==> config.mk <==
export PLATFORM = sky130hd
export DESIGN_NAME = mips_subset_execute_unit_core
export DESIGN_NICKNAME = d
export VERILOG_FILES = /design/src/rtl/mse_pkg.sv /design/src/rtl/mse_regfile.sv /design/src/rtl/mse_alu.sv /design/src/rtl/mips_subset_execute_unit_core.sv
export VERILOG_INCLUDE_DIRS = /design/src /design/src/rtl
export SDC_FILE = /design/constraint.sdc
export NUM_CORES = 2
export LEC_CHECK = 0
export ABC_AREA = 0
export BUFFER_PORTS_ARGS = -buffer_cell sky130_fd_sc_hd__buf_2
export CAP_MARGIN = 20
export CORE_MARGIN = 1
export CORE_UTILIZATION = 40
export DETAILED_ROUTE_END_ITERATION = 10
export MAX_ROUTING_LAYER = met4
export PLACE_DENSITY_LB_ADDON = 0.1
export SETUP_SLACK_MARGIN = 0.3
export SYNTH_ARGS = -nofsm -noshare
export SYNTH_HDL_FRONTEND = slang
export SYNTH_SLANG_ARGS = --single-unit
==> constraint.sdc <==
create_clock -name clock -period 13.6 [get_ports clock]
set_input_delay 1.36 -clock clock [delete_from_list [all_inputs] [get_ports clock]]
set_output_delay 1.36 -clock clock [all_outputs]
set_load 0.05 [all_outputs]
==> src/rtl/mips_subset_execute_unit_core_defines.svh <==
// ----------------------------------------------------------------------------
// MIPS subset execute unit: assertion macros
// Concurrent check macros used by the execute core. They refer to the
// clock and reset signals of the module that uses them.
// ----------------------------------------------------------------------------
`ifndef MIPS_SUBSET_EXECUTE_UNIT_CORE_DEFINES_SVH
`define MIPS_SUBSET_EXECUTE_UNIT_CORE_DEFINES_SVH

`ifndef SYNTHESIS

// Check a property on every clock edge outside reset
`define MSE_ASSERT(label, prop) \
   label: assert property (@(posedge clock) disable iff (reset) prop) \
      else $error("mse assertion failed");

// Check a property on every clock edge, reset included
`define MSE_ASSERT_ALWAYS(label, prop) \
   label: assert property (@(posedge clock) prop) \
      else $error("mse assertion failed");

`else

`define MSE_ASSERT(label, prop)
`define MSE_ASSERT_ALWAYS(label, prop)

`endif

`endif

==> src/rtl/mse_pkg.sv <==
// ----------------------------------------------------------------------------
// MIPS subset execute unit package
// Instruction field positions, opcode and funct codes, operation kinds and
// the structs passed between the decode/ALU, register file and core.
// ----------------------------------------------------------------------------
`default_nettype none

package mse_pkg;

   // Instruction word layout
   localparam int INSTR_W  = 32;
   localparam int DATA_W   = 32;
   localparam int REG_AW   = 5;
   localparam int REG_NUM  = 32;
   localparam int OPC_LSB  = 26;
   localparam int OPC_W    = 6;
   localparam int RS_LSB   = 21;
   localparam int RT_LSB   = 16;
   localparam int RD_LSB   = 11;
   localparam int FUNCT_W  = 6;
   localparam int IMM_W    = 16;

   // Primary opcodes
   localparam logic [OPC_W-1:0] OPC_RTYPE = 6'd0;
   localparam logic [OPC_W-1:0] OPC_J     = 6'd2;
   localparam logic [OPC_W-1:0] OPC_JAL   = 6'd3;
   localparam logic [OPC_W-1:0] OPC_BEQ   = 6'd4;
   localparam logic [OPC_W-1:0] OPC_BNE   = 6'd5;
   localparam logic [OPC_W-1:0] OPC_ADDI  = 6'd8;
   localparam logic [OPC_W-1:0] OPC_LW    = 6'd35;
   localparam logic [OPC_W-1:0] OPC_SW    = 6'd43;

   // R-type funct codes
   localparam logic [FUNCT_W-1:0] FN_SLL  = 6'd0;
   localparam logic [FUNCT_W-1:0] FN_JR   = 6'd8;
   localparam logic [FUNCT_W-1:0] FN_MULT = 6'd24;
   localparam logic [FUNCT_W-1:0] FN_DIV  = 6'd26;
   localparam logic [FUNCT_W-1:0] FN_ADD  = 6'd32;
   localparam logic [FUNCT_W-1:0] FN_SUB  = 6'd34;
   localparam logic [FUNCT_W-1:0] FN_AND  = 6'd36;
   localparam logic [FUNCT_W-1:0] FN_OR   = 6'd37;
   localparam logic [FUNCT_W-1:0] FN_SLT  = 6'd42;

   // Reported operation kind
   typedef enum logic [3:0] {
      KIND_AND  = 4'd0,
      KIND_OR   = 4'd1,
      KIND_ADD  = 4'd2,
      KIND_MULT = 4'd3,
      KIND_DIV  = 4'd4,
      KIND_SLL  = 4'd5,
      KIND_SUB  = 4'd6,
      KIND_SLT  = 4'd7,
      KIND_JR   = 4'd8,
      KIND_J    = 4'd9,
      KIND_JAL  = 4'd10,
      KIND_BEQ  = 4'd11,
      KIND_BNE  = 4'd12,
      KIND_ADDI = 4'd13,
      KIND_LW   = 4'd14,
      KIND_SW   = 4'd15
   } kind_type;

   // One result item
   typedef struct packed {
      logic                     write_enable;
      logic [REG_AW-1:0]        dest_register;
      logic signed [DATA_W-1:0] write_value;
      logic                     alu_zero;
      logic                     bad_opcode;
      kind_type                 op_kind;
   } result_type;

   // Register file write port
   typedef struct packed {
      logic              en;
      logic [REG_AW-1:0] addr;
      logic [DATA_W-1:0] data;
   } wr_port_type;

endpackage

`default_nettype wire

==> src/rtl/mse_regfile.sv <==
// ----------------------------------------------------------------------------
// MIPS subset execute unit register file
// 32 x 32 memory with one write port and two registered read ports. Valid
// bits cleared at reset make unwritten entries (and register zero) read as
// zero; a write landing on the same edge as a read is forwarded.
// ----------------------------------------------------------------------------
`default_nettype none

module mse_regfile (
   input  wire logic                         clock,
   input  wire logic                         reset,
   input  wire logic                         rd_en,
   input  wire logic [mse_pkg::REG_AW-1:0]   rd_addr_a,
   input  wire logic [mse_pkg::REG_AW-1:0]   rd_addr_b,
   input  wire mse_pkg::wr_port_type         wr,
   output logic      [mse_pkg::DATA_W-1:0]   rd_data_a,
   output logic      [mse_pkg::DATA_W-1:0]   rd_data_b
);

   logic [mse_pkg::DATA_W-1:0]  mem [mse_pkg::REG_NUM];
   logic [mse_pkg::REG_NUM-1:0] valid_ff;
   logic [mse_pkg::DATA_W-1:0]  rd_a_ff;
   logic [mse_pkg::DATA_W-1:0]  rd_b_ff;
   logic [mse_pkg::DATA_W-1:0]  fwd_data_ff;
   logic                        vld_a_ff;
   logic                        vld_b_ff;
   logic                        fwd_a_ff;
   logic                        fwd_b_ff;
   logic                        fwd_a_in;
   logic                        fwd_b_in;

   // Detect a write to the address being read on the same edge
   assign fwd_a_in = wr.en && (wr.addr == rd_addr_a);
   assign fwd_b_in = wr.en && (wr.addr == rd_addr_b);

   // Memory write and registered reads
   always_ff @(posedge clock) begin
      if (wr.en) begin
         mem[wr.addr] <= wr.data;
      end
      if (rd_en) begin
         rd_a_ff     <= mem[rd_addr_a];
         rd_b_ff     <= mem[rd_addr_b];
         fwd_data_ff <= wr.data;
      end
   end

   // Track written entries and capture read qualifiers
   always_ff @(posedge clock) begin
      if (reset) begin
         valid_ff <= '0;
         vld_a_ff <= 1'b0;
         vld_b_ff <= 1'b0;
         fwd_a_ff <= 1'b0;
         fwd_b_ff <= 1'b0;
      end else begin
         if (wr.en) begin
            valid_ff[wr.addr] <= 1'b1;
         end
         if (rd_en) begin
            vld_a_ff <= valid_ff[rd_addr_a];
            vld_b_ff <= valid_ff[rd_addr_b];
            fwd_a_ff <= fwd_a_in;
            fwd_b_ff <= fwd_b_in;
         end
      end
   end

   // Select forwarded, stored or reset value
   assign rd_data_a = fwd_a_ff ? fwd_data_ff : (vld_a_ff ? rd_a_ff : '0);
   assign rd_data_b = fwd_b_ff ? fwd_data_ff : (vld_b_ff ? rd_b_ff : '0);

endmodule

`default_nettype wire

==> src/rtl/mse_alu.sv <==
// ----------------------------------------------------------------------------
// MIPS subset execute unit decode and ALU
// Decodes one instruction word and computes the result item from the two
// register operands and the sign-extended immediate.
// ----------------------------------------------------------------------------
`default_nettype none

module mse_alu (
   input  wire logic [mse_pkg::INSTR_W-1:0] instr,
   input  wire logic [mse_pkg::DATA_W-1:0]  op_a,
   input  wire logic [mse_pkg::DATA_W-1:0]  op_b,
   output mse_pkg::result_type              res
);

   logic [mse_pkg::OPC_W-1:0]   opc;
   logic [mse_pkg::FUNCT_W-1:0] funct;
   logic [mse_pkg::REG_AW-1:0]  rt;
   logic [mse_pkg::REG_AW-1:0]  rd;
   logic [mse_pkg::DATA_W-1:0]  simm;
   logic [mse_pkg::DATA_W-1:0]  sum_rr;
   logic [mse_pkg::DATA_W-1:0]  diff_rr;
   logic [mse_pkg::DATA_W-1:0]  sum_ri;
   logic                        eq_rr;
   logic                        eq_ri;
   logic                        lt_rr;
   logic                        alu_write;
   logic [mse_pkg::REG_AW-1:0]  dest;
   logic [mse_pkg::DATA_W-1:0]  val;
   logic                        zero;
   logic                        bad;
   mse_pkg::kind_type           kind;

   // Split the instruction word
   assign opc   = instr[mse_pkg::OPC_LSB +: mse_pkg::OPC_W];
   assign rt    = instr[mse_pkg::RT_LSB +: mse_pkg::REG_AW];
   assign rd    = instr[mse_pkg::RD_LSB +: mse_pkg::REG_AW];
   assign funct = instr[mse_pkg::FUNCT_W-1:0];
   assign simm  = {{(mse_pkg::DATA_W - mse_pkg::IMM_W){instr[mse_pkg::IMM_W-1]}},
                   instr[mse_pkg::IMM_W-1:0]};

   // Shared arithmetic
   assign sum_rr  = op_a + op_b;
   assign diff_rr = op_a - op_b;
   assign sum_ri  = op_a + simm;
   assign eq_rr   = (op_a == op_b);
   assign eq_ri   = (op_a == simm);
   assign lt_rr   = ($signed(op_a) < $signed(op_b));

   // Decode and select the result
   always_comb begin
      alu_write = 1'b0;
      dest      = '0;
      val       = '0;
      zero      = 1'b0;
      bad       = 1'b0;
      kind      = mse_pkg::KIND_AND;
      if (opc == mse_pkg::OPC_RTYPE) begin
         case (funct)
            mse_pkg::FN_ADD: begin
               kind = mse_pkg::KIND_ADD;
               val = sum_rr;
               alu_write = 1'b1;
            end
            mse_pkg::FN_SUB: begin
               kind = mse_pkg::KIND_SUB;
               val = diff_rr;
               alu_write = 1'b1;
            end
            mse_pkg::FN_AND: begin
               kind = mse_pkg::KIND_AND;
               val = op_a & op_b;
               alu_write = 1'b1;
            end
            mse_pkg::FN_OR: begin
               kind = mse_pkg::KIND_OR;
               val = op_a | op_b;
               alu_write = 1'b1;
            end
            mse_pkg::FN_SLT: begin
               kind = mse_pkg::KIND_SLT;
               val = {{(mse_pkg::DATA_W-1){1'b0}}, lt_rr};
               alu_write = 1'b1;
            end
            mse_pkg::FN_SLL:  kind = mse_pkg::KIND_SLL;
            mse_pkg::FN_JR:   kind = mse_pkg::KIND_JR;
            mse_pkg::FN_MULT: kind = mse_pkg::KIND_MULT;
            mse_pkg::FN_DIV:  kind = mse_pkg::KIND_DIV;
            default:          bad = 1'b1;
         endcase
         if (alu_write) begin
            dest = rd;
            zero = eq_rr;
         end
      end else begin
         case (opc)
            mse_pkg::OPC_J:   kind = mse_pkg::KIND_J;
            mse_pkg::OPC_JAL: kind = mse_pkg::KIND_JAL;
            mse_pkg::OPC_BEQ: begin
               kind = mse_pkg::KIND_BEQ;
               val = diff_rr;
               zero = eq_rr;
            end
            mse_pkg::OPC_BNE: begin
               kind = mse_pkg::KIND_BNE;
               val = diff_rr;
               zero = eq_rr;
            end
            mse_pkg::OPC_ADDI: begin
               kind = mse_pkg::KIND_ADDI;
               val = sum_ri;
               zero = eq_ri;
               dest = rt;
               alu_write = 1'b1;
            end
            mse_pkg::OPC_LW: begin
               kind = mse_pkg::KIND_LW;
               val = sum_ri;
               zero = eq_ri;
            end
            mse_pkg::OPC_SW: begin
               kind = mse_pkg::KIND_SW;
               val = sum_ri;
               zero = eq_ri;
            end
            default: bad = 1'b1;
         endcase
      end
   end

   // Pack the result; register zero is never written
   always_comb begin
      res.write_enable  = alu_write && (dest != '0);
      res.dest_register = dest;
      res.write_value   = $signed(val);
      res.alu_zero      = zero;
      res.bad_opcode    = bad;
      res.op_kind       = kind;
   end

endmodule

`default_nettype wire

==> src/rtl/mips_subset_execute_unit_core.sv <==
// ----------------------------------------------------------------------------
// MIPS subset execute unit core
// Executes one MIPS instruction word per item against a 32-entry register
// file: decode, operand read, ALU and write-back, one result per item.
//
// Channels: req_* carries one 32-bit instruction word per item; rsp_* returns
// one result item (write enable, destination, value, zero flag, bad-opcode
// flag and operation kind) for every accepted instruction, in order.
// Pipeline: an accepted item is held in the execute stage register, then in
// the result register that drives rsp_*. Throughput: one item per cycle while
// rsp_* is not stalled. The register file read is registered at acceptance;
// decode, ALU and write-back happen as the item moves into the result register,
// and a write on that same edge is forwarded to the next item's operands.
// Reset: both stages empty and the register file reads all zeros at once
// through per-entry valid bits; no clearing pass is needed.
// Stall: while rsp_ready is low with a result pending, the result register holds,
// the execute stage holds its item, and req_ready drops once that stage is occupied.
// ----------------------------------------------------------------------------
`default_nettype none

`include "mips_subset_execute_unit_core_defines.svh"

module mips_subset_execute_unit_core (
   input  wire logic                               clock,
   input  wire logic                               reset,
   input  wire logic                               req_valid,
   output logic                                    req_ready,
   input  wire logic        [mse_pkg::INSTR_W-1:0] req_instruction,
   output logic                                    rsp_valid,
   input  wire logic                               rsp_ready,
   output logic                                    rsp_write_enable,
   output logic             [mse_pkg::REG_AW-1:0]  rsp_dest_register,
   output logic signed      [mse_pkg::DATA_W-1:0]  rsp_write_value,
   output logic                                    rsp_alu_zero,
   output logic                                    rsp_bad_opcode,
   output logic             [3:0]                  rsp_op_kind
);

   logic [mse_pkg::INSTR_W-1:0] instr_ff;
   logic                        ex_valid_ff;
   logic                        ex_valid_in;
   logic                        out_valid_ff;
   logic                        out_valid_in;
   mse_pkg::result_type         out_ff;
   mse_pkg::result_type         ex_res;
   mse_pkg::wr_port_type        wr;
   logic [mse_pkg::DATA_W-1:0]  op_a;
   logic [mse_pkg::DATA_W-1:0]  op_b;
   logic                        req_take;
   logic                        ex_adv;

   // Handshake: advance the execute stage when the result slot frees up
   assign ex_adv       = ex_valid_ff && (!out_valid_ff || rsp_ready);
   assign req_ready    = !ex_valid_ff || ex_adv;
   assign req_take     = req_valid && req_ready;
   assign ex_valid_in  = req_take || (ex_valid_ff && !ex_adv);
   assign out_valid_in = ex_adv || (out_valid_ff && !rsp_ready);

   // Write back as the item leaves the execute stage
   assign wr.en   = ex_adv && ex_res.write_enable;
   assign wr.addr = ex_res.dest_register;
   assign wr.data = $unsigned(ex_res.write_value);

   mse_regfile u_regfile (
      .clock     (clock),
      .reset     (reset),
      .rd_en     (req_take),
      .rd_addr_a (req_instruction[mse_pkg::RS_LSB +: mse_pkg::REG_AW]),
      .rd_addr_b (req_instruction[mse_pkg::RT_LSB +: mse_pkg::REG_AW]),
      .wr        (wr),
      .rd_data_a (op_a),
      .rd_data_b (op_b)
   );

   mse_alu u_alu (
      .instr (instr_ff),
      .op_a  (op_a),
      .op_b  (op_b),
      .res   (ex_res)
   );

   // Stage valid flags
   always_ff @(posedge clock) begin
      if (reset) begin
         ex_valid_ff  <= 1'b0;
         out_valid_ff <= 1'b0;
      end else begin
         ex_valid_ff  <= ex_valid_in;
         out_valid_ff <= out_valid_in;
      end
   end

   // Capture the instruction and the result payload
   always_ff @(posedge clock) begin
      if (req_take) begin
         instr_ff <= req_instruction;
      end
      if (ex_adv) begin
         out_ff <= ex_res;
      end
   end

   // Drive the result channel
   assign rsp_valid         = out_valid_ff;
   assign rsp_write_enable  = out_ff.write_enable;
   assign rsp_dest_register = out_ff.dest_register;
   assign rsp_write_value   = out_ff.write_value;
   assign rsp_alu_zero      = out_ff.alu_zero;
   assign rsp_bad_opcode    = out_ff.bad_opcode;
   assign rsp_op_kind       = out_ff.op_kind;

   // Checks
   `MSE_ASSERT_ALWAYS(a_reset_empty, reset |=> !rsp_valid && req_ready)
   `MSE_ASSERT(a_we_nonzero_dest, rsp_valid && rsp_write_enable |-> rsp_dest_register != '0)
   `MSE_ASSERT(a_bad_no_write, rsp_valid && rsp_bad_opcode |-> !rsp_write_enable && rsp_op_kind == '0)
   `MSE_ASSERT(a_write_only_on_adv, wr.en |-> ex_valid_ff && out_valid_in)

endmodule

`default_nettype wire
==> reports/results.tsv <==
metric	value	unit
track_usage	27.3	%
setup_tns	0	ns
portBuffers	81	
clk_pin_slew_worst_paths	0.07	ns
die_y	395	um
io_pins	82	
ys_warn_count	0	
start_kind	register	
cp.required	14.00	ns
antenna_found_initial	8	
met3_length	15.5	mm
vias	36900	
tightest_slew	1.14	ns
p_switching	0.00211	W
synthTopCellsByCount	edfxtp_1 (1191), mux4_2 (660), nor2_1 (169)	
core_area	153000	um2
endpoint_kind	register	
synthCells	3484	
p_clk_share	41.9	%
synth_top_area_share	57.8	%
fin_ws	8.37	ns
finalMaxSlewViolations	0	
syn_avg_cell_area	17.8	um2
min_period	5.23	ns
skew	0.0333	ns
cts_htree_levels	4	
drt_iter0_drc	4378	
grt_overflow	0	
yosysMostFrequentCell	edfxtp_1	
dr_wl_met2	97.2	mm
p_int	0.00665	W
fmax	191	MHz
finalPower	0.00877	W
finalSetupViolCount	0	
area_growth	12.7	%
cts_hold_buf	0	
drt-met1-wl	87.3	mm
grt_max_degree	101	
cts-buffers-inserted	136	
synth.area.top_cells	edfxtp_1 (58%), mux4_2 (24%), ha_1 (2.9%)	
synth.distinct_cells	95	
routed.top_layer	met4	
num_rows	143	
path_class	reg2reg	
drive_gt1_share	32.5	%
die-width	395	um
p_leak	22.7	nW
ys_ff_latch	1229	
swShare	24.1	%
place.gp.congestion	0.982	
postCtsSetupRepairBufs	0	
hp-class	reg2reg	
firstDrtPassIters	5	
die-area	156000	um2
synth_seq_area_share	59.0	%
synth_top_area_cell	edfxtp_1	
cts_tree	built	
grt_pass1_wl	290	mm
grt_setup_unrepaired	no	
maxSlewHeadroom	23.7	%
powerDensity	126	nW/um2
drtAntennaViolNets	0	
dp_hpwl	123	mm
layout.nets	3774	
cts_root_buf	clkbuf_16	
ys_async_sr_fraction	0	%
wire_per_inst	36.2	um
cts.sinks	1229	
maxCapViolCount	0	
synth_area	61900	um2
cts_buffer_depth	3	
finalHoldViolCount	0	
synth_edf_count	1191	
cp.arrival	5.63	ns
finalWirelength	207	mm
ir_worst_vdd	0.000123	V
status	complete, no violations	
period_share	38.4	%
first_global_vias	37100	
synth_ff_type	edfxtp_1	
pwr-share-comb	9.7	%
avgViaCountPerCell	6.44	
clkLatencyLatePin	0.79	ns
dp_slack	7.56	ns
crit_fanout	20	
initial_utilization	40.5	%
drc	0	
cts_resized	0	
p_seq_share	48.3	%
-- kinds of logic (layout without fill, tap and decap cells) --
logic type,Yosys count,in the layout,share of synthesized area (%)
flops,1229,1229,59.0
mux,733,733,25.3
compound gates,506,506,5.94
simple gates,436,436,3.34
buf+inv,352,540,2.27
fa+ha+maj,144,144,2.95
xor+xnor,83,83,1.17
other cells,1,35,0.00606
-- critical path, stage by stage, from the launching register on --
cell	delay (ns)
edfxtp_1	0.80
nor2b_1	0.22
a211o_1	0.37
nor2_4	0.29
buf_4	0.40
a22oi_1	0.29
nand3_1	0.37
nand3_1	0.60
nor2_4	0.69
buf_4	0.27
buf_4	0.50
-- worst paths after layout --
kind,from,endpoint,slack [ns],depth (start not counted)
max,instr_ff[1],u_regfile.mem[4][13],8.37,10
min,u_regfile.valid_ff[0],u_regfile.valid_ff[0],0.49,1
max reg2reg,instr_ff[1],u_regfile.mem[4][13],8.37,10
min reg2reg,u_regfile.valid_ff[0],u_regfile.valid_ff[0],0.49,1
-- through the flow --
step                instances  utilization, %  hold slack, ns  area, um2
finish                   5736            45.6           0.489      69700
global route             5734            45.6           0.503      69700
CTS                      5729            45.6           0.483      69600
detailed placement       5482            42.7           0.473      65300
global placement         5479            42.7           0.462      65200
floorplan                3515               -           0.451      62000
-- power by group through the flow --
stage | clock (W) | sequential [W] | combinational, W
floorplan | 0 | 0.00432 | 0.000574
global placement | 0 | 0.00432 | 0.000839
finish | 0.00367 | 0.00424 | 0.000853
detailed placement | 0 | 0.00432 | 0.000847
CTS | 0.00375 | 0.00424 | 0.000850
global route | 0.00388 | 0.00424 | 0.000902
-- per-layer routing --
layer / track usage (%) / vias to the layer above
li1: - / 14800
met1: 37.8 / 20000
met2: 41.2 / 1731
met3: 4.35 / 337
met4: 9.46 / 0
met5: - / -
-- state kept, by name, indices dropped and copies added, names as in the netlist, 4 cells and up --
signal,cells
instr_ff,27
u_regfile.mem,1024
u_regfile.valid_ff,32
u_regfile.rd_a_ff,32
rsp_dest_register,5
rsp_write_value,32
u_regfile.fwd_data_ff,32
rsp_op_kind,4
u_regfile.rd_b_ff,32
-- final cells by class --
| class | instances | area [um2] |
|---|---|---|
| diodes | 3 | 7.51 |
| clock buffers | 174 | 3570 |
| clock inverters | 73 | 808 |
| fillers | 13000 | 83100 |
| inverters | 112 | 425 |
| multi-input cells | 1934 | 24500 |
| flip-flops and latches | 1229 | 36500 |
| well taps | 2030 | 2540 |
| repair buffers | 181 | 1360 |
-- cell usage in the layout (no fill, tap or decap), types with 53 or more instances in the layout --
cell type / n
a21oi_1: 95
a22o_1: 64
buf_2: 73
buf_4: 93
clkbuf_16: 137
edfxtp_1: 1191
ha_1: 141
inv_1: 107
mux2_2: 65
mux4_2: 660
nand2_1: 83
nor2_1: 138
o21ai_0: 80
xnor2_1: 53
(Power assumes the default switching activity.)
